==> src/design/fes_pkg.sv <==
`timescale 1ns / 1ps
// ----------------------------------------------------------------------------
// fes_pkg - shared types and constants of the fire effect stencil unit
// Field widths, register map, divider constants and the item record that
// travels from the position front end into the stencil pipeline.
// ----------------------------------------------------------------------------
package fes_pkg;

  // Field widths
  localparam int HEAT_W       = 8;
  localparam int ROW_W        = 12;
  localparam int COL_OUT_W    = 10;
  localparam int CFG_WIDTH_W  = 11;
  localparam int CFG_HEIGHT_W = 13;

  // Configuration port
  localparam int CFG_DATA_W = 32;
  localparam int CFG_ADDR_W = 3;

  typedef enum logic {
    REG_FRAME_WIDTH  = 1'b0,
    REG_FRAME_HEIGHT = 1'b1
  } reg_idx_t;

  localparam logic [CFG_WIDTH_W-1:0]  FRAME_WIDTH_RST  = 11'd320;
  localparam logic [CFG_HEIGHT_W-1:0] FRAME_HEIGHT_RST = 13'd200;
  localparam int MIN_WIDTH  = 3;
  localparam int MIN_HEIGHT = 3;
  localparam int MAX_HEIGHT = 4096;

  // Parameter defaults
  localparam int MAX_WIDTH_DEF    = 1024;
  localparam int PALETTE_SIZE_DEF = 256;

  // Stencil sum: weights 10,20,10 / 160,320,160 over 680 reduce to
  // (L + 2C + R + 16*(BL + 2B + BR)) / 68, sum at most 255*68.
  localparam int SUM_W       = 15;
  localparam int DIVISOR     = 68;
  localparam int RECIP       = 963;   // floor(2^16 / 68), quotient low by at most one
  localparam int RECIP_W     = 10;
  localparam int RECIP_SHIFT = 16;

  // Results caused by one item
  typedef enum logic [1:0] {
    EMIT_NONE = 2'd0,
    EMIT_ONE  = 2'd1,
    EMIT_TWO  = 2'd2
  } emit_kind_t;

  // Item record handed from the front end to the pipeline
  typedef struct packed {
    logic [HEAT_W-1:0]    heat;     // arriving heat, also heat of column 0 result
    logic [ROW_W-1:0]     row;
    logic [COL_OUT_W-1:0] column;   // column of the first result
    logic                 border;   // first result passes held heat through
    emit_kind_t           kind;
  } item_t;

endpackage

==> src/design/fes_cfg.sv <==
`timescale 1ns / 1ps
// ----------------------------------------------------------------------------
// fes_cfg - configuration registers
// APB-style register file holding frame width and frame height.
// ----------------------------------------------------------------------------
module fes_cfg (
  input  logic                                clk,
  input  logic                                rst_n,
  input  logic                                psel,
  input  logic                                penable,
  input  logic                                pwrite,
  input  logic [fes_pkg::CFG_ADDR_W-1:0]      paddr,
  input  logic [fes_pkg::CFG_DATA_W-1:0]      pwdata,
  output logic [fes_pkg::CFG_DATA_W-1:0]      prdata,
  output logic                                pready,
  output logic [fes_pkg::CFG_WIDTH_W-1:0]     frame_width,
  output logic [fes_pkg::CFG_HEIGHT_W-1:0]    frame_height
);

  logic [fes_pkg::CFG_WIDTH_W-1:0]  frame_width_r;
  logic [fes_pkg::CFG_HEIGHT_W-1:0] frame_height_r;
  fes_pkg::reg_idx_t                reg_idx;
  logic                             wr_en;

  // Registers sit 4 bytes apart
  assign reg_idx = fes_pkg::reg_idx_t'(paddr[fes_pkg::CFG_ADDR_W-1]);
  assign pready  = 1'b1;
  assign wr_en   = psel && penable && pwrite && pready;

  // Register writes
  always_ff @(posedge clk) begin
    if (!rst_n) begin
      frame_width_r  <= fes_pkg::FRAME_WIDTH_RST;
      frame_height_r <= fes_pkg::FRAME_HEIGHT_RST;
    end else if (wr_en) begin
      unique case (reg_idx)
        fes_pkg::REG_FRAME_WIDTH: begin
          frame_width_r <= pwdata[fes_pkg::CFG_WIDTH_W-1:0];
        end
        fes_pkg::REG_FRAME_HEIGHT: begin
          frame_height_r <= pwdata[fes_pkg::CFG_HEIGHT_W-1:0];
        end
      endcase
    end
  end

  // Read mux
  always_comb begin
    unique case (reg_idx)
      fes_pkg::REG_FRAME_WIDTH:  prdata = fes_pkg::CFG_DATA_W'(frame_width_r);
      fes_pkg::REG_FRAME_HEIGHT: prdata = fes_pkg::CFG_DATA_W'(frame_height_r);
    endcase
  end

  assign frame_width  = frame_width_r;
  assign frame_height = frame_height_r;

endmodule

==> config.mk <==
export PLATFORM = sky130hd
export DESIGN_NAME = fes_cfg
export DESIGN_NICKNAME = d
export VERILOG_FILES = /design/src/design/fes_pkg.sv /design/src/design/fes_cfg.sv
export SDC_FILE = /design/constraint.sdc
export NUM_CORES = 1
export LEC_CHECK = 0
export BUFFER_PORTS_ARGS = -buffer_cell sky130_fd_sc_hd__buf_2
export CAP_MARGIN = 10
export CORE_MARGIN = 4
export CORE_UTILIZATION = 44
export CTS_BUF_LIST = sky130_fd_sc_hd__clkbuf_2
export CTS_CLUSTER_DIAMETER = 30
export DETAILED_ROUTE_END_ITERATION = 8
export GPL_TIMING_DRIVEN = 0
export HOLD_SLACK_MARGIN = 0.02
export PLACE_DENSITY_LB_ADDON = 0.08
export SLEW_MARGIN = 20
export SYNTH_ARGS = -nofsm -noshare
export SYNTH_HDL_FRONTEND = slang
export SYNTH_SLANG_ARGS = --single-unit
export TNS_END_PERCENT = 20
==> constraint.sdc <==
create_clock -name clk -period 1.3 [get_ports clk]
set_clock_uncertainty 0.05 [all_clocks]
set_input_delay 0.13 -clock clk [delete_from_list [all_inputs] [get_ports clk]]
set_output_delay 0.13 -clock clk [all_outputs]
set_load 0.02 [all_outputs]
# Yosys cells after proc, flatten, opt, wreduce, memory -nomap -nowiden
# Index checks and enable logic that the tools add are counted.
dict set report word_totals {
  input_bits 40
  reg_bits 24
  out_inout_bits 57
}
dict set report op_classes {
  bitwise 1
  n_reduce_logical 4
  muxes 1
}
# op n
set op_table {}
lappend op_table {{32-bit case mux with 2 select lines} 1}
lappend op_table {{2-bit AND reduction} 2}
lappend op_table {{1-bit logical AND} 2}
lappend op_table {{1-bit inverter} 1}

# Logic depth before layout (Yosys ltp)
dict set report logic_depth {
  ltp_word 3
  mapped_depth 4
  mapped_depth_nobuf 2
}

# Least setup slack after synthesis
# OpenSTA, ideal clock, no wires.
dict set report synth_timing {
  kind {input-to-output}
  from {input port paddr[2] (netlist bit)}
  to {output port prdata[2] (netlist bit)}
  t_arrival_ns 0.815
  path_buffers 2
  required_time_ns 1.120
  slack_ns 0.305
  stages 3
  path_cell_list {buf_6 > buf_2 > mux2_2}
}
dict set report synth_between {
  elab_chain_cells 2
}
# item line_no
set synth_lines {}
lappend synth_lines {{from (decl)} fes_cfg.sv:12} ;# input logic [fes_pkg::CFG_ADDR_W-1:0] paddr,
lappend synth_lines {{1-bit inverter} --}
lappend synth_lines {{32-bit case mux with 2 select lines *} fes_cfg.sv:49} ;# unique case (reg_idx)
lappend synth_lines {{to (decl)} fes_cfg.sv:14} ;# output logic [fes_pkg::CFG_DATA_W-1:0] prdata,
# Mark *: on every way between the ends. The rest lies on a longest branch, timed or not. The select of a mux whose other input is x is not followed.

# Final worst setup path
dict set report layout_timing {
  from {register frame_width_r (netlist bit frame_width[3])}
  to {output port prdata[3] (netlist bit)}
}
dict set report layout_between {
  elab_chain_cells 1
}
# item line_no
set layout_lines {}
lappend layout_lines {{from (decl)} fes_cfg.sv:20} ;# logic [fes_pkg::CFG_WIDTH_W-1:0] frame_width_r;
lappend layout_lines {{from (signal assigned)} fes_cfg.sv:33} ;# frame_width_r <= fes_pkg::FRAME_WIDTH_RST;
lappend layout_lines {{from (signal assigned)} fes_cfg.sv:38} ;# frame_width_r <= pwdata[fes_pkg::CFG_WIDTH_W-1:0];
lappend layout_lines {{32-bit case mux with 2 select lines} fes_cfg.sv:49}
# Every way passes these cells. The select of a mux whose other input is x is not followed.

==> flow_summary.yaml <==
timing:
  fin_crit_ps: 1290
  setup_viol: 0
  maxSlewViolCount: 0
  worst_pin_slew_ps: 538
  fin_hold_ws_ps: 133
  max_slew_margin: 0.641
  rsz0062_at_grt: "true"
  hold_viol_final: 0
  min_period_over_period: 0.996
  fmax_mhz: 772
  fin_tns_setup_ps: 0
  fin_ws_ps: 5.19
detailed_routing:
  wl_um: 3200
  drc: 0
  antenna_left: 0
  via_count: 1182
  vias_per_cell: 4.51
  drtIter0Drc: 22
  drtPass1Iterations: 4
  wl_per_cell_um: 12.2
synthesis:
  synth-compound-area-share: 0
  seq_area_frac_synth: 0.375
  synthXorXnorAreaFrac: 0
  synth_fa_ha_area_frac: 0
  synth_area_leader_cell: "dfxtp_1"
  netlist_area_um2: 1280
  ys_ff_latch: 24
  ys_types: 15
  syn_avg_cell_area_um2: 9.49
  synth_top_family_by_area: "multiplexers"
  yosysWarnings: 0
  synth_area_leaders: "dfxtp_1 (38%), mux2i_1 (19%), buf_4 (12%)"
  synthSimpleGateAreaFrac: 0.176
  yosys.area.top_type_share: 0.375
  synthMuxAreaShare: 0.284
  synth_cells: 135
cts:
  cts-root-buf: "clkbuf_2"
  clk_path_buf_depth: 2
  cts.sinks: 24
  clk_pin_slew_ps: 220
  h-tree-depth: 1
  cts_buffers: 3
  clkLatencyLatePin_ps: 330
  cts_tree: "done"
power:
  p_per_area_nw_per_um2: 724
  leakage_uw: 0.00101
  ir_worst_vdd_v: 0.000939
placement:
  place_worst_setup_slack_ps: 110
  io_buffer_count: 53
  gp_congestion: 0.675
  place.detailed.hpwl_um: 2420
  placed_area_um2: 1650
worst_hold_path:
  hold_class: "in -> reg"
finish:
  drive_above_1_share: 0.515
  syn_to_final_growth_pct: 50.7
  antenna_cells: 0
  final_util: 0.694
  num-nets-final: 272
  fill_cells: 241
  fin_area_um2: 1930
setup_path:
  crit_path_start_kind: "flip-flop"
  cp_max_fo: 2
  cp-end-kind: "output pin"
  critical_path_class: "reg -> out"
  required_ps: 1120
  arrival_ps: 1110
grt:
  antenna_found_initial: 0
  grt_max_degree: 14
  grt_pass1_wl_um: 4980
  grt_pass1_vias: 1117
  overflow: 0
  grt_usage: 0.173
floorplan:
  die-area_um2: 3840
  die_h_um: 62.0
  rows: 19
  core_um2: 2780
  ios: 97
  die_x_um: 62.0
  initial_core_util: 0.461
run_status:
  status: "completed"
job:
  cap_violations: 0
==> metal layers <==
layer  track usage  up-vias  wire (um)  part of all wire
li1              -      596          -                 -
met1         0.197      542       1290              0.40
met2         0.333       44       1670              0.52
met3        0.0393        0        235             0.073
met4        0.0182        0          0                 0
met5             0        -          0                 0
==> report_power, final <==
group | total, uW | internal, uW | leakage [uW] | switching (uW)
sequential | 765 | 755 | 0.000200 | 10.2
clock | 279 | 66.8 | 0.0000140 | 213
combinational | 354 | 167 | 0.000792 | 187
==> cells in the final DEF (no fill, tap or decap) <==
cell,netlist,final
conb_1,2,20
dfxtp_1,24,5
buf_6,3,9
mux2_4,0,2
dfxtp_2,0,19
dlygate4sd3_1,0,13
and4_1,1,1
nand4_1,1,1
nand4b_2,1,1
nand2_1,31,31
clkbuf_1,4,4
mux2_2,11,9
buf_2,1,48
clkbuf_2,0,3
clkinv_1,0,1
and2_1,2,2
buf_4,20,28
mux2i_1,24,24
and4b_1,1,1
nor2b_1,9,9
==> metrics by stage <==
stage,total power [uW],instances
6_report,1400,262
5_1_grt,1460,262
4_1_cts,1390,261
3_5_place_dp,1080,237
3_3_place_gp,1080,237
2_1_floorplan,1000,153
==> cell usage after synthesis <==
master	number
and4_1	1
and2_1	2
nand4_1	1
nand4b_2	1
nand2_1	31
buf_6	3
clkbuf_1	4
conb_1	2
mux2i_1	24
mux2_2	11
buf_4	20
and4b_1	1
nor2b_1	9
dfxtp_1	24
buf_2	1
==> worst paths after layout <==
| path | from | endpoint | slack (ps) | cells past startpoint |
|---|---|---|---|---|
| setup / recovery | frame_width[3]$_SDFFE_PN0P_ | prdata[3] | 5 | 2 |
| hold / removal | rst_n | frame_width[4]$_SDFFE_PN0P_ | 130 | 3 |
| setup reg to reg | frame_height[7]$_SDFFE_PN1P_ | frame_height[7]$_SDFFE_PN1P_ | 480 | 3 |
| hold reg to reg | frame_height[10]$_SDFFE_PN0P_ | frame_height[10]$_SDFFE_PN0P_ | 430 | 2 |
==> logic make-up (layout without fill, tap and decap cells) <==
group,Yosys count,after routing
buf+inv,28,106
flops,24,24
mux,35,35
other cells,2,20
simple gates,46,46
==> final cells by class <==
cell class / count / area, um2 / share of cell area
plain buffers: 28 / 204 / 0.106
clock buffers: 3 / 15.0 / 0.00778
clock inverters: 1 / 3.75 / 0.00194
flip-flops and latches: 24 / 504 / 0.261
well taps: 31 / 38.8 / 0.0201
multi-input cells: 101 / 672 / 0.348
repair buffers: 74 / 493 / 0.255
==> what timing repair did <==
item                                    CTS  global route
buffers inserted                          7             1
endpoints found under the setup margin    6            11
resized for setup                        12            21
hold buffers                             13             0
hold endpoints to repair                 22             0
==> sequential cells by signal (all words and copies together), names as in the netlist <==
name	count
frame_height	13
frame_width	11
==> worst max-delay path, stage by stage, from the launching register on <==
cell,delay (ps)
dfxtp_2,370
mux2_2,250
buf_2,160
(Power assumes the default switching activity.)
