$ cat config.mk
export PLATFORM = sky130hd
export DESIGN_NAME = fes_pipe
export DESIGN_NICKNAME = d
export VERILOG_FILES = /design/src/design/fes_pkg.sv /design/src/design/fes_pipe.sv
export SDC_FILE = /design/constraint.sdc
export NUM_CORES = 1
export LEC_CHECK = 0
export ABC_AREA = 1
export BUFFER_PORTS_ARGS = -buffer_cell sky130_fd_sc_hd__buf_2
export CAP_MARGIN = 5
export CORE_UTILIZATION = 30
export CTS_CLUSTER_SIZE = 16
export DETAILED_ROUTE_END_ITERATION = 16
export GPL_ROUTABILITY_DRIVEN = 0
export HOLD_SLACK_MARGIN = 0.05
export PLACE_DENSITY = 0.52
export SLEW_MARGIN = 20
export SYNTH_ARGS = -nofsm -noshare
export SYNTH_HDL_FRONTEND = slang
export SYNTH_SLANG_ARGS = --single-unit
$ cat constraint.sdc
create_clock -name clk -period 10.5 [get_ports clk]
set_input_delay 1.05 -clock clk [delete_from_list [all_inputs] [get_ports clk]]
set_output_delay 1.05 -clock clk [all_outputs]
set_load 0.005 [all_outputs]
$ cat src/design/fes_pkg.sv
`timescale 1ns / 1ps
// ----------------------------------------------------------------------------
// fes_pkg - shared types and constants of the fire effect stencil unit
// Field widths, register map, divider constants and the item record that
// travels from the position front end into the stencil pipeline.
// ----------------------------------------------------------------------------
package fes_pkg;

  // Field widths
  localparam int HEAT_W       = 8;
  localparam int ROW_W        = 12;
  localparam int COL_OUT_W    = 10;
  localparam int CFG_WIDTH_W  = 11;
  localparam int CFG_HEIGHT_W = 13;

  // Configuration port
  localparam int CFG_DATA_W = 32;
  localparam int CFG_ADDR_W = 3;

  typedef enum logic {
    REG_FRAME_WIDTH  = 1'b0,
    REG_FRAME_HEIGHT = 1'b1
  } reg_idx_t;

  localparam logic [CFG_WIDTH_W-1:0]  FRAME_WIDTH_RST  = 11'd320;
  localparam logic [CFG_HEIGHT_W-1:0] FRAME_HEIGHT_RST = 13'd200;
  localparam int MIN_WIDTH  = 3;
  localparam int MIN_HEIGHT = 3;
  localparam int MAX_HEIGHT = 4096;

  // Parameter defaults
  localparam int MAX_WIDTH_DEF    = 1024;
  localparam int PALETTE_SIZE_DEF = 256;

  // Stencil sum: weights 10,20,10 / 160,320,160 over 680 reduce to
  // (L + 2C + R + 16*(BL + 2B + BR)) / 68, sum at most 255*68.
  localparam int SUM_W       = 15;
  localparam int DIVISOR     = 68;
  localparam int RECIP       = 963;   // floor(2^16 / 68), quotient low by at most one
  localparam int RECIP_W     = 10;
  localparam int RECIP_SHIFT = 16;

  // Results caused by one item
  typedef enum logic [1:0] {
    EMIT_NONE = 2'd0,
    EMIT_ONE  = 2'd1,
    EMIT_TWO  = 2'd2
  } emit_kind_t;

  // Item record handed from the front end to the pipeline
  typedef struct packed {
    logic [HEAT_W-1:0]    heat;     // arriving heat, also heat of column 0 result
    logic [ROW_W-1:0]     row;
    logic [COL_OUT_W-1:0] column;   // column of the first result
    logic                 border;   // first result passes held heat through
    emit_kind_t           kind;
  } item_t;

endpackage

$ cat src/design/fes_pipe.sv
`timescale 1ns / 1ps
// ----------------------------------------------------------------------------
// fes_pipe - stencil pipeline and result output
// Stage A adds up the stencil with the line buffer read data, stage B takes
// the reciprocal product, stage C corrects the quotient and emits one or two
// results into the output register; the palette is decoded from that register.
// ----------------------------------------------------------------------------
module fes_pipe #(
  parameter int PALETTE_SIZE = fes_pkg::PALETTE_SIZE_DEF
) (
  input  logic                       clk,
  input  logic                       rst_n,
  input  logic                       item_valid,
  input  fes_pkg::item_t             item,
  input  logic [fes_pkg::HEAT_W-1:0] below,
  output logic                       take,
  output logic                       out_tvalid,
  input  logic                       out_tready,
  output logic [55:0]                out_tdata,
  output logic                       out_tlast
);

  localparam int HW   = fes_pkg::HEAT_W;
  localparam int SW   = fes_pkg::SUM_W;
  localparam int PW   = fes_pkg::SUM_W + fes_pkg::RECIP_W;
  localparam int Seg  = PALETTE_SIZE / 3;
  localparam int Step = 255 / Seg;

  // Stage registers
  logic           a_valid_r, b_valid_r, c_valid_r, c_phase_r;
  fes_pkg::item_t a_item_r, b_item_r, c_item_r;
  logic [SW-1:0]  b_sum_r, c_sum_r;
  logic [HW-1:0]  b_pass_r, c_pass_r, c_q0_r;

  // Neighbor history, in stream order
  logic [HW-1:0]  hr_r, hfr_r, br_r, bfr_r;

  // Output register
  logic                             out_valid_r;
  logic [HW-1:0]                    out_heat_r;
  logic [fes_pkg::ROW_W-1:0]        out_row_r;
  logic [fes_pkg::COL_OUT_W-1:0]    out_col_r;
  logic                             out_last_r;

  logic          adv, slot_free, emit, second;
  logic [SW-1:0] sum_a, rem_c;
  logic [PW-1:0] prod_b;
  logic [HW-1:0] q0_b, q_c, heat1_c, res_heat;
  logic [fes_pkg::COL_OUT_W-1:0] res_col;
  logic          res_last;

  function automatic logic [SW-1:0] b_sum_fix(input logic [SW-1:0] s, input logic [HW-1:0] q);
    b_sum_fix = s - SW'(q) * SW'(fes_pkg::DIVISOR);
  endfunction

  // Stage A: stencil sum, weights divided down by ten
  assign sum_a = SW'(a_item_r.heat) + (SW'(hr_r) << 1) + SW'(hfr_r)
               + ((SW'(below) + (SW'(br_r) << 1) + SW'(bfr_r)) << 4);

  // Stage B: reciprocal multiply
  assign prod_b = PW'(b_sum_r) * PW'(fes_pkg::RECIP);
  assign q0_b   = HW'(prod_b >> fes_pkg::RECIP_SHIFT);

  // Stage C: quotient correction and result select
  assign rem_c   = b_sum_fix(c_sum_r, c_q0_r);
  assign q_c     = c_q0_r + HW'(rem_c >= SW'(fes_pkg::DIVISOR));
  assign heat1_c = c_item_r.border ? c_pass_r : q_c;

  assign second   = (c_item_r.kind == fes_pkg::EMIT_TWO) && c_phase_r;
  assign res_heat = second ? c_item_r.heat : heat1_c;
  assign res_col  = second ? '0 : c_item_r.column;
  assign res_last = !((c_item_r.kind == fes_pkg::EMIT_TWO) && !c_phase_r);

  // Flow control: the whole pipe shifts once stage C has delivered its results
  assign slot_free = !out_valid_r || out_tready;
  assign emit      = c_valid_r && (c_item_r.kind != fes_pkg::EMIT_NONE) && slot_free;
  assign adv       = !c_valid_r || (c_item_r.kind == fes_pkg::EMIT_NONE)
                   || (slot_free && ((c_item_r.kind == fes_pkg::EMIT_ONE) || c_phase_r));
  assign take      = adv;

  // Control state
  always_ff @(posedge clk) begin
    if (!rst_n) begin
      a_valid_r   <= 1'b0;
      b_valid_r   <= 1'b0;
      c_valid_r   <= 1'b0;
      c_phase_r   <= 1'b0;
      out_valid_r <= 1'b0;
      hr_r        <= '0;
      hfr_r       <= '0;
      br_r        <= '0;
      bfr_r       <= '0;
    end else begin
      if (adv) begin
        a_valid_r <= item_valid;
        b_valid_r <= a_valid_r;
        c_valid_r <= b_valid_r;
        c_phase_r <= 1'b0;
      end else if (emit) begin
        c_phase_r <= 1'b1;
      end
      // history moves when an item leaves stage A
      if (adv && a_valid_r) begin
        hr_r  <= a_item_r.heat;
        hfr_r <= hr_r;
        br_r  <= below;
        bfr_r <= br_r;
      end
      if (emit) begin
        out_valid_r <= 1'b1;
      end else if (out_tready) begin
        out_valid_r <= 1'b0;
      end
    end
  end

  // Payload
  always_ff @(posedge clk) begin
    if (adv) begin
      a_item_r <= item;
      b_item_r <= a_item_r;
      b_sum_r  <= sum_a;
      b_pass_r <= hr_r;
      c_item_r <= b_item_r;
      c_sum_r  <= b_sum_r;
      c_pass_r <= b_pass_r;
      c_q0_r   <= q0_b;
    end
    if (emit) begin
      out_heat_r <= res_heat;
      out_row_r  <= c_item_r.row;
      out_col_r  <= res_col;
      out_last_r <= res_last;
    end
  end

  // Palette: three ramps, index clamped to the last entry
  logic [HW:0]   heat_ext;
  logic [HW-1:0] pal_idx, red, green, blue;
  logic [15:0]   ramp_r, ramp_g, ramp_b;

  always_comb begin
    heat_ext = {1'b0, out_heat_r};
    pal_idx  = (heat_ext >= (HW+1)'(PALETTE_SIZE)) ? HW'(PALETTE_SIZE - 1) : out_heat_r;
    ramp_r   = 16'(pal_idx) * 16'(Step);
    ramp_g   = 16'(pal_idx - HW'(Seg)) * 16'(Step);
    ramp_b   = 16'(pal_idx - HW'(2 * Seg)) * 16'(Step);
    priority if (pal_idx < HW'(Seg)) begin
      red   = ramp_r[HW-1:0];
      green = '0;
      blue  = '0;
    end else if (pal_idx < HW'(2 * Seg)) begin
      red   = '1;
      green = ramp_g[HW-1:0];
      blue  = '0;
    end else begin
      red   = '1;
      green = '1;
      blue  = (ramp_b > 16'd255) ? '1 : ramp_b[HW-1:0];
    end
  end

  assign out_tvalid = out_valid_r;
  assign out_tlast  = out_last_r;
  assign out_tdata  = {2'b00, out_col_r, out_row_r, blue, green, red, out_heat_r};

endmodule

### Word level (Yosys, flattened, before mapping)

Cells that the tools add are included.

* divide/modulo/power cells: 0
* shift operators: 0
* add/subtract/negate cells: 9
* magnitude comparators: 4
* reduce and logical (&&, ||, !) cells: 18
* equal/unequal tests: 2
* multiplexer cells: 10
* multiply operators: 5
* bitwise logic cells: 1

Operators with widths (count)
* $mux W8: 8
* $mul A15 B10 Y24 const B: 1
* $add A10 B8 Y11: 2
* $add A8 B9 Y10: 2
* $gt A16 B8 Y1 const B: 1
* $add A11 B15 Y15: 1
* $ge A15 B7 Y1 const B: 1
* $sub A15 B15 Y15: 1
* $mul A8 B5 Y13 const B: 1
* $mul A9 B3 Y12 const B: 1
* $mul A9 B3 Y8 const B: 1
* $sub A8 B7 Y9 const B: 1
* $sub A8 B8 Y9 const B: 1
* $add A8 B1 Y8: 1
* $lt A8 B7 Y1 const B: 1
* $lt A8 B8 Y1 const B: 1
* $mul A8 B2 Y8 const B: 1
* $logic_and A1 B1 Y1: 6
* $logic_not A1 Y1: 4
* $logic_or A1 B1 Y1: 4
* $reduce_bool A2 Y1: 2
* $eq A2 B1 Y1 const B: 1
* $eq A2 B2 Y1 const B: 1
* $logic_not A2 Y1: 1
* 3 further kinds: 4

* memories kept: 0
* register bits: 221
* output and inout port bits: 59
* RAM bits: 0
* input bits: 45
* word-level logic and storage cells: 82
* latch bits: 0
* ROM bits: 0

### Depth between registers and ports, before layout

Gate-level depths: netlist (run 1).

* depth after elaboration: 6
* gate-level depth with buffers: 26
* depth with buffers taken out: 26

### Least setup slack after synthesis (run 1)

No wires, ideal clock.

* kind: input to register
* start: input port below[1] in the netlist's numbering
* end: register b_sum_r[13] (data pin)
* stages: 16
* arrival time: 3.914 ns
* path slack: 6.334 ns
* data required time: 10.248 ns
* path through: fa_1 -> ha_1 -> fa_1 -> a31oi_1 -> xor2_1 -> inv_1 -> ha_1 -> ha_1 -> nand2_1 -> nor2_1 -> nand3_1 -> and3_1 -> nor2_1 -> nand2_1 -> nand2_1 -> nand2_1

* cells in the longest elaborated chain, start to end: 3

RTL lines
* from (decl): RTL line fes_pipe.sv:15 `input logic [fes_pkg::HEAT_W-1:0] below,`
* $add A8 B9 Y10: RTL line fes_pipe.sv:58 `+ ((SW'(below) + (SW'(br_r) << 1) + SW'(bfr_r)) << 4);`
* $add A10 B8 Y11: RTL line fes_pipe.sv:58
* $add A11 B15 Y15: RTL line fes_pipe.sv:58
* named net sum_a[13]: RTL line fes_pipe.sv:46 `logic [SW-1:0] sum_a, rem_c;`
* to (signal assigned): RTL line fes_pipe.sv:122 `b_sum_r <= sum_a;`
* to (decl): RTL line fes_pipe.sv:32 `logic [SW-1:0] b_sum_r, c_sum_r;`

The timed path passes the listed nets, and every way through them passes these cells.
A chain may end at the register's enable or synchronous reset.

### Final worst setup path (run 1)

* start: register out_heat_r[1]
* end: output port out_tdata[29]

* cells in the longest elaborated chain, start to end: 6
* elaborated cells on any way between the ends: 8
* classes of those cells: add/sub (1); mul (1); order compare (3); mux (3)

RTL lines
* from (decl): RTL line fes_pipe.sv:40 `logic [HW-1:0] out_heat_r;`
* from (signal assigned): RTL line fes_pipe.sv:130 `out_heat_r <= res_heat;`
* $sub A8 B8 Y9: RTL line fes_pipe.sv:147 `ramp_b = 16'(pal_idx - HW'(2 * Seg)) * 16'(Step);`
* $mul A9 B3 Y12: RTL line fes_pipe.sv:147
* $gt A16 B8 Y1: RTL line fes_pipe.sv:159 `blue = (ramp_b > 16'd255) ? '1 : ramp_b[HW-1:0];`
* $mux W8: RTL line fes_pipe.sv:159
* $mux W8: RTL line fes_pipe.sv:152 `end else if (pal_idx < HW'(2 * Seg)) begin`
* $mux W8 *: RTL line fes_pipe.sv:148 `priority if (pal_idx < HW'(Seg)) begin`
* to (decl): RTL line fes_pipe.sv:19 `output logic [55:0] out_tdata,`

Every way passes the cells marked *; elsewhere a longest branch is shown, timed or not.

==> run_results.csv, run 1 <==
group,metric,value,unit
timing,finalClockSkew,0.0111,ns
global_route,gr-usage-all-layers,0.121,
floorplanning,die_area,0.0466,sq mm
yosys,synth_top_family_by_area,"adder cells",
yosys,synth_seq_cells,219,
timing,fmax,197,MHz
yosys,synth_warnings,0,
cells_and_area,stdcell_count,2112,
timing,maxSlewHeadroom,0.395,
cells_and_area,fillers,4637,
setup_path,ff2ff_setup_slack,6.02,ns
yosys,syn_inst,1378,
job,drv_cap,0,
floorplanning,rows,78,
detailed_routing,drt-initial-drc-count,311,
detailed_routing,wl,27800,um
setup_path,r2r_start,"c_q0_r[5]",
place,dpl.cell_count,2068,
cells_and_area,drive_gt1_frac,0.106,
cells_and_area,design_area,0.0157,sq mm
clocking,cts_tree,"done",
cells_and_area,nets,1760,
clocking,hold_buffers,0,
setup_path,worstPathRequired,9.45,ns
yosys,synth_compound_area_frac,0.0594,
setup_path,worstPathMaxFanout,8,
detailed_routing,num_vias,9324,
cells_and_area,insertedDiodeCount,0,
place,port_buffers,101,
outcome,status,"finished clean",
detailed_routing,drc_errors,0,
global_route,grt_max_degree,90,
floorplanning,die_w,216,um
clocking,root_buffer,"clkbuf_16",
yosys,synth.distinct_cells,46,
setup_path,reg2reg_to,"out_heat_r[6]",
global_route,grt-ovfl-total,0,
yosys,synth-simple-area-share,0.156,
hold_path,hold_depth,0,
yosys,muxShareOfSynthArea,0,
yosys,syn_area,0.0137,sq mm
global_route,grt_pass1_wl,46300,um
cells_and_area,area.growth.synth_to_final,14.2,%
clocking,numCtsBuffers,24,
floorplanning,core_area,0.0453,sq mm
yosys,avgSynthCellArea,9.97,sq um
detailed_routing,dr.pass1.iters,4,
clocking,clk_latency,0.52,ns
place,place_hpwl,22200,um
timing,setup-violations-final,0,
timing,rsz0062_at_grt,"no",
clocking,cts_setup_buffers,0,
clocking,postCtsResizedCells,0,
detailed_routing,ant_nets,0,
detailed_routing,avgRoutedWirePerCell,13.2,um
yosys,synth_area_leaders,"edfxtp_1 (40%), ha_1 (14%), fa_1 (9.6%)",
setup_path,cp-start-kind,"flop",
cells_and_area,regArea,0.00621,sq mm
hold_path,worstHoldEndpoint,"c_item_r[28]",
clocking,clk_pin_slew,0.06,ns
global_route,grt_pass1_vias,9256,
timing,hold_viol_final,0,
yosys,synth_top_area_frac,0.398,
clocking,htree_levels,1,
cells_and_area,layout_commonest_cell,"nand2_1",
setup_path,endpoint_kind,"primary output",
yosys,ys_seq_area_frac,0.452,
yosys,synth_adder_area_share,0.237,
timing,worst-slew-pin-transition,0.905,ns
timing,tns,0,ns
floorplanning,initial_core_util,0.303,
floorplanning,die_h,216,um
setup_path,arrival,4.02,ns
timing,fin_crit_sh,0.483,
setup_path,path_class,"reg2out",
hold_path,min-delay-start,"b_item_r[28]",
timing,fin_crit,5.07,ns
global_route,antenna_found_initial,0,
timing,slew_violations,0,
place,placedInstanceArea,0.0149,sq mm
setup_path,r2r_cells,24,
floorplanning,pin_count,104,
yosys,synthXorXnorAreaFrac,0.0312,
cells_and_area,layout_common_cells,"nand2_1 (263), inv_1 (206), edfxtp_1 (182)",
yosys,synth_top_cell_by_area,"edfxtp_1",
clocking,clock_path_buffers,3,
hold_path,hold_class,"reg2reg",
setup_path,crit_start,"out_heat_r[1]",
cells_and_area,multi_input_area,0.00666,sq mm
clocking,cts.sinks,219,
detailed_routing,avgViaCountPerCell,4.41,
[cell families (layout without fill, tap and decap cells)]
| family | Yosys count | after routing |
|---|---|---|
| AO/OA/AOI/OAI | 149 | 149 |
| XOR/XNOR | 48 | 48 |
| adder cells (fa/ha/maj) | 221 | 221 |
| buffers and inverters | 228 | 361 |
| flip-flops | 219 | 219 |
| other | 1 | 2 |
| AND/OR/NAND/NOR | 512 | 512 |
[layout make-up]
type                            instances  share of cell area
Inverter                              214              0.0515
Tap cell                              600              0.0479
Clock buffer                           38              0.0436
Timing Repair Buffer                  103              0.0334
Multi-Input combinational cell        932               0.425
Clock inverter                          6             0.00311
Sequential cell                       219               0.396
[registers in the layout, indices dropped and copies added (netlist names), 10 cells and up]
name and flops:
a_item_r 33, b_item_r 33, b_sum_r 15, c_item_r 33
c_sum_r 13, out_col_r 10, out_row_r 12
[metrics by stage]
stage               hold slack [ns]   util  setup WS, ns
global route                  0.418  0.346          5.01
finish                        0.413  0.346          5.43
CTS                           0.416  0.346          5.35
floorplan                     0.400      -          6.33
detailed placement            0.405  0.330          5.93
global placement              0.400  0.330          5.96
[metal layers]
metal | global-route usage | wire [um]
met5 | 0 | 0
met4 | 0.0286 | 445
met3 | 0.0142 | 793
met2 | 0.210 | 13400
met1 | 0.161 | 13200
[cell usage after synthesis, drive strengths merged]
library cell,number
nand2,268
inv,212
edfxtp,182
ha,155
nor2,131
nand3,78
fa,66
o21ai,64
a21oi,61
dfxtp,37
xor2,31
nand4,17
xnor2,17
nor3,9
a21o,8
a31oi,8
buf,8
clkbuf,6
nand3b,3
o21bai,3
or2,3
a211oi,2
clkinv,2
a21boi,1
a31o,1
and3,1
conb,1
nand2b,1
nor4,1
o31ai,1
[critical path: stages, from the launching register on]
cell      delay (ns)
edfxtp_1        0.50
inv_1           0.22
ha_1            0.25
inv_1           0.11
a21oi_1         0.22
inv_1           0.07
nand2_1         0.08
nand2_1         0.06
xor2_1          0.27
ha_1            0.30
ha_1            0.35
a21oi_1         0.24
nor2_1          0.06
nor2_1          0.08
nand2_1         0.07
nor2_1          0.08
nand2_1         0.09
o21ai_4         0.11
nand3_1         0.12
nand2_1         0.07
inv_1           0.04
buf_2           0.11
[worst max path at each step]
stage / to / slack (ns) / cells past startpoint
2_1_floorplan: b_sum_r[13] / 6.33 / 16
3_3_place_gp: out_tdata[29] / 5.96 / 21
3_5_place_dp: out_tdata[29] / 5.93 / 21
4_1_cts: out_tdata[29] / 5.35 / 21
5_1_grt: out_tdata[24] / 5.01 / 21
6_report: out_tdata[29] / 5.43 / 21
Power of run 1 is not shown: default switching activity piles up to over one toggle a cycle in this logic, so the estimate is an artifact.
==> run 2, diff against run 1 <==
ABC_AREA = 0   (was 1)
clock period = 5.15 ns   (was 10.5 ns; I/O delays follow)
==> run 2 against run 1 <==
  * First-iteration DRC count increased by 35%
  * Critical path depth up 1
  * Wire length down 10%
  * Critical endpoint is now out_heat_r[6]
  * Clock-buffer cell count is 11 lower
  * The run now ends with DRC left
  * Flip-flop and latch count stayed put
==> run_results.csv, run 2 <==
group,metric,value,unit
outcome,status,"finished, violations left",
outcome,failed_checks,"DRC",
cells_and_area,fillers,4301,
yosys,synth_area_leaders,"edfxtp_1 (42%), ha_1 (15%), fa_1 (10%)",
cells_and_area,multi_input_area,0.00643,sq mm
detailed_routing,ant_nets,0,
yosys,synthArstFlopShare,0,
yosys,ys_dominant_reg_cell,"edfxtp_1",
yosys,muxShareOfSynthArea,0.00382,
timing,maxSlewHeadroom,0.293,
yosys,syn_area,0.0131,sq mm
clocking,cts.sinks,219,
cells_and_area,reg_top3,"a_item_r: 33 flops, b_item_r: 33 flops, c_item_r: 33 flops",
yosys,synth_top_cell_by_area,"edfxtp_1",
detailed_routing,avgViaCountPerCell,4.44,
timing,fmax,207,MHz
setup_path,path_class,"reg2reg",
floorplanning,die_w,211,um
cells_and_area,drive_gt1_frac,0.138,
clocking,numCtsBuffers,24,
timing,rsz0062_at_grt,"no",
yosys,synth_common_cells,"edfxtp_1 (182), ha_1 (155), inv_1 (105)",
cells_and_area,layout_commonest_cell,"edfxtp_1",
hold_path,hold_depth,1,
setup_path,endpoint_kind,"flop",
timing,finalClockSkew,0.0161,ns
timing,setup-violations-final,0,
cells_and_area,area.growth.synth_to_final,15.7,%
global_route,grt_pass1_vias,8140,
clocking,clock_path_buffers,3,
detailed_routing,drc_errors,1,
global_route,grt_pass1_wl,41200,um
timing,slew_violations,0,
setup_path,ff2ff_setup_slack,0.31,ns
yosys,synth_top_area_frac,0.417,
setup_path,arrival,5.09,ns
clocking,clk_latency,0.51,ns
yosys,ys_seq_area_frac,0.474,
yosys,synth-simple-area-share,0.0754,
timing,fin_crit_sh,0.940,
clocking,cts_setup_buffers,0,
detailed_routing,drt-initial-drc-count,419,
global_route,antenna_found_initial,1,
clocking,cts_tree,"done",
detailed_routing,dr.pass1.iters,11,
place,port_buffers,101,
yosys,synth-edff-count,182,
cells_and_area,layout_common_cells,"edfxtp_1 (182), ha_1 (155), inv_1 (105)",
detailed_routing,avgRoutedWirePerCell,13.9,um
cells_and_area,nets,1455,
setup_path,worstPathMaxFanout,5,
global_route,gr-usage-all-layers,0.114,
yosys,synth_adder_area_share,0.249,
yosys,syn_inst,1073,
yosys,avgSynthCellArea,12.2,sq um
yosys,synth.distinct_cells,69,
yosys,synth_warnings,0,
floorplanning,die_h,211,um
floorplanning,core_area,0.0431,sq mm
job,drv_cap,0,
timing,fin_crit,4.84,ns
setup_path,r2r_start,"c_q0_r[1]",
timing,hold_viol_final,0,
floorplanning,die_area,0.0445,sq mm
clocking,clk_pin_slew,0.06,ns
yosys,synth_compound_area_frac,0.116,
hold_path,min-delay-start,"item[21]",
timing,tns,0,ns
timing,worst-slew-pin-transition,1.06,ns
yosys,synthXorXnorAreaFrac,0.0442,
yosys,yosysMostFrequentCell,"edfxtp_1",
setup_path,r2r_cells,22,
global_route,grt_max_degree,116,
cells_and_area,regArea,0.00621,sq mm
global_route,grt-ovfl-total,0,
clocking,hold_buffers,0,
detailed_routing,num_vias,7961,
clocking,root_buffer,"clkbuf_16",
yosys,synth_top_family_by_area,"adder cells",
clocking,htree_levels,1,
floorplanning,pin_count,104,
setup_path,cp-start-kind,"flop",
yosys,synth_seq_cells,219,
setup_path,reg2reg_to,"out_heat_r[6]",
hold_path,worstHoldEndpoint,"a_item_r[21]",
hold_path,hold_class,"in2reg",
detailed_routing,wl,25000,um
floorplanning,initial_core_util,0.304,
place,place_hpwl,19300,um
setup_path,worstPathRequired,5.40,ns
floorplanning,rows,76,
-- run 2: changes by cell type after synthesis, sizes merged, moves of 25 or more --
cell	delta
nand2	-167
inv	-106
nor2	-79
nand3	-74
a21boi	+35
xnor2	+25
-- run 2: worst max-delay path by stage --
stage | start | end | slack [ns] | cells after the start
after global placement | c_q0_r[1] | out_heat_r[6] | 0.30 | 22
after floorplan | out_tready | bfr_r[0] | 0.002 | 7
after CTS | c_q0_r[1] | out_heat_r[6] | 0.18 | 22
after detailed placement | c_q0_r[1] | out_heat_r[6] | 0.22 | 22
final | c_q0_r[1] | out_heat_r[6] | 0.31 | 22
after global routing | c_q0_r[1] | out_heat_r[6] | 0.02 | 21
-- run 2: kinds of logic (layout without fill, tap and decap cells) --
kind of cell    count (synthesis)  count (layout)
other cells                     1               3
simple gates                  217             217
flops                         219             219
compound gates                223             223
fa+ha+maj                     221             221
buf+inv                       125             258
xor+xnor                       62              62
mux                             5               5
-- run 2: per-layer routing --
layer  vias up  global-route usage  wire length (um)
li1       4024                   -                 -
met1      3807               0.155             12000
met2       107               0.192             12000
met3        23              0.0156               723
met4         0              0.0242               276
met5         -                   0                 0
-- run 2: what timing repair did --
action,CTS,global route
endpoints found under the hold margin,0,0
endpoints found under the setup margin,0,3
resized for setup,0,3
-- run 2: critical path: stages, from the launching register on --
cell and delay, ns:
edfxtp_1 0.43, ha_1 0.33, ha_1 0.25, fa_1 0.41
a21o_1 0.21, a21oi_2 0.16, nor2_1 0.08, xnor2_1 0.13
ha_1 0.38, o21ai_2 0.12, a2111oi_4 0.06, a221o_1 0.38
xnor3_1 0.27, nand2_1 0.04, nand4b_1 0.18, ha_1 0.23
ha_1 0.21, and3_1 0.21, nand3_1 0.10, xor2_1 0.16
nor2_1 0.05, a21oi_1 0.12, o21ai_0 0.09
-- run 2: through the flow --
| step | setup WS, ns | cell area, sq um | instances | hold slack, ns | util |
|---|---|---|---|---|---|
| final | 0.308 | 15100 | 1793 | 0.174 | 0.352 |
| after floorplan | 0.00210 | 13100 | 1074 | 0.400 | - |
| after global routing | 0.0244 | 15100 | 1793 | 0.152 | 0.352 |
| after detailed placement | 0.217 | 14300 | 1748 | 0.405 | 0.333 |
| after CTS | 0.178 | 15100 | 1792 | 0.149 | 0.351 |
| after global placement | 0.296 | 14300 | 1748 | 0.400 | 0.333 |
-- run 2: cell type report --
| type | count | area share |
|---|---|---|
| multi-input combinational | 730 | 0.424 |
| clock buffer | 27 | 0.0418 |
| clock inverter | 17 | 0.0119 |
| antenna | 1 | 0.000165 |
| tap | 585 | 0.0483 |
| timing repair buffer | 108 | 0.0377 |
| inverter | 106 | 0.0263 |
| sequential | 219 | 0.410 |
Power of run 2 is left out for the same reason.
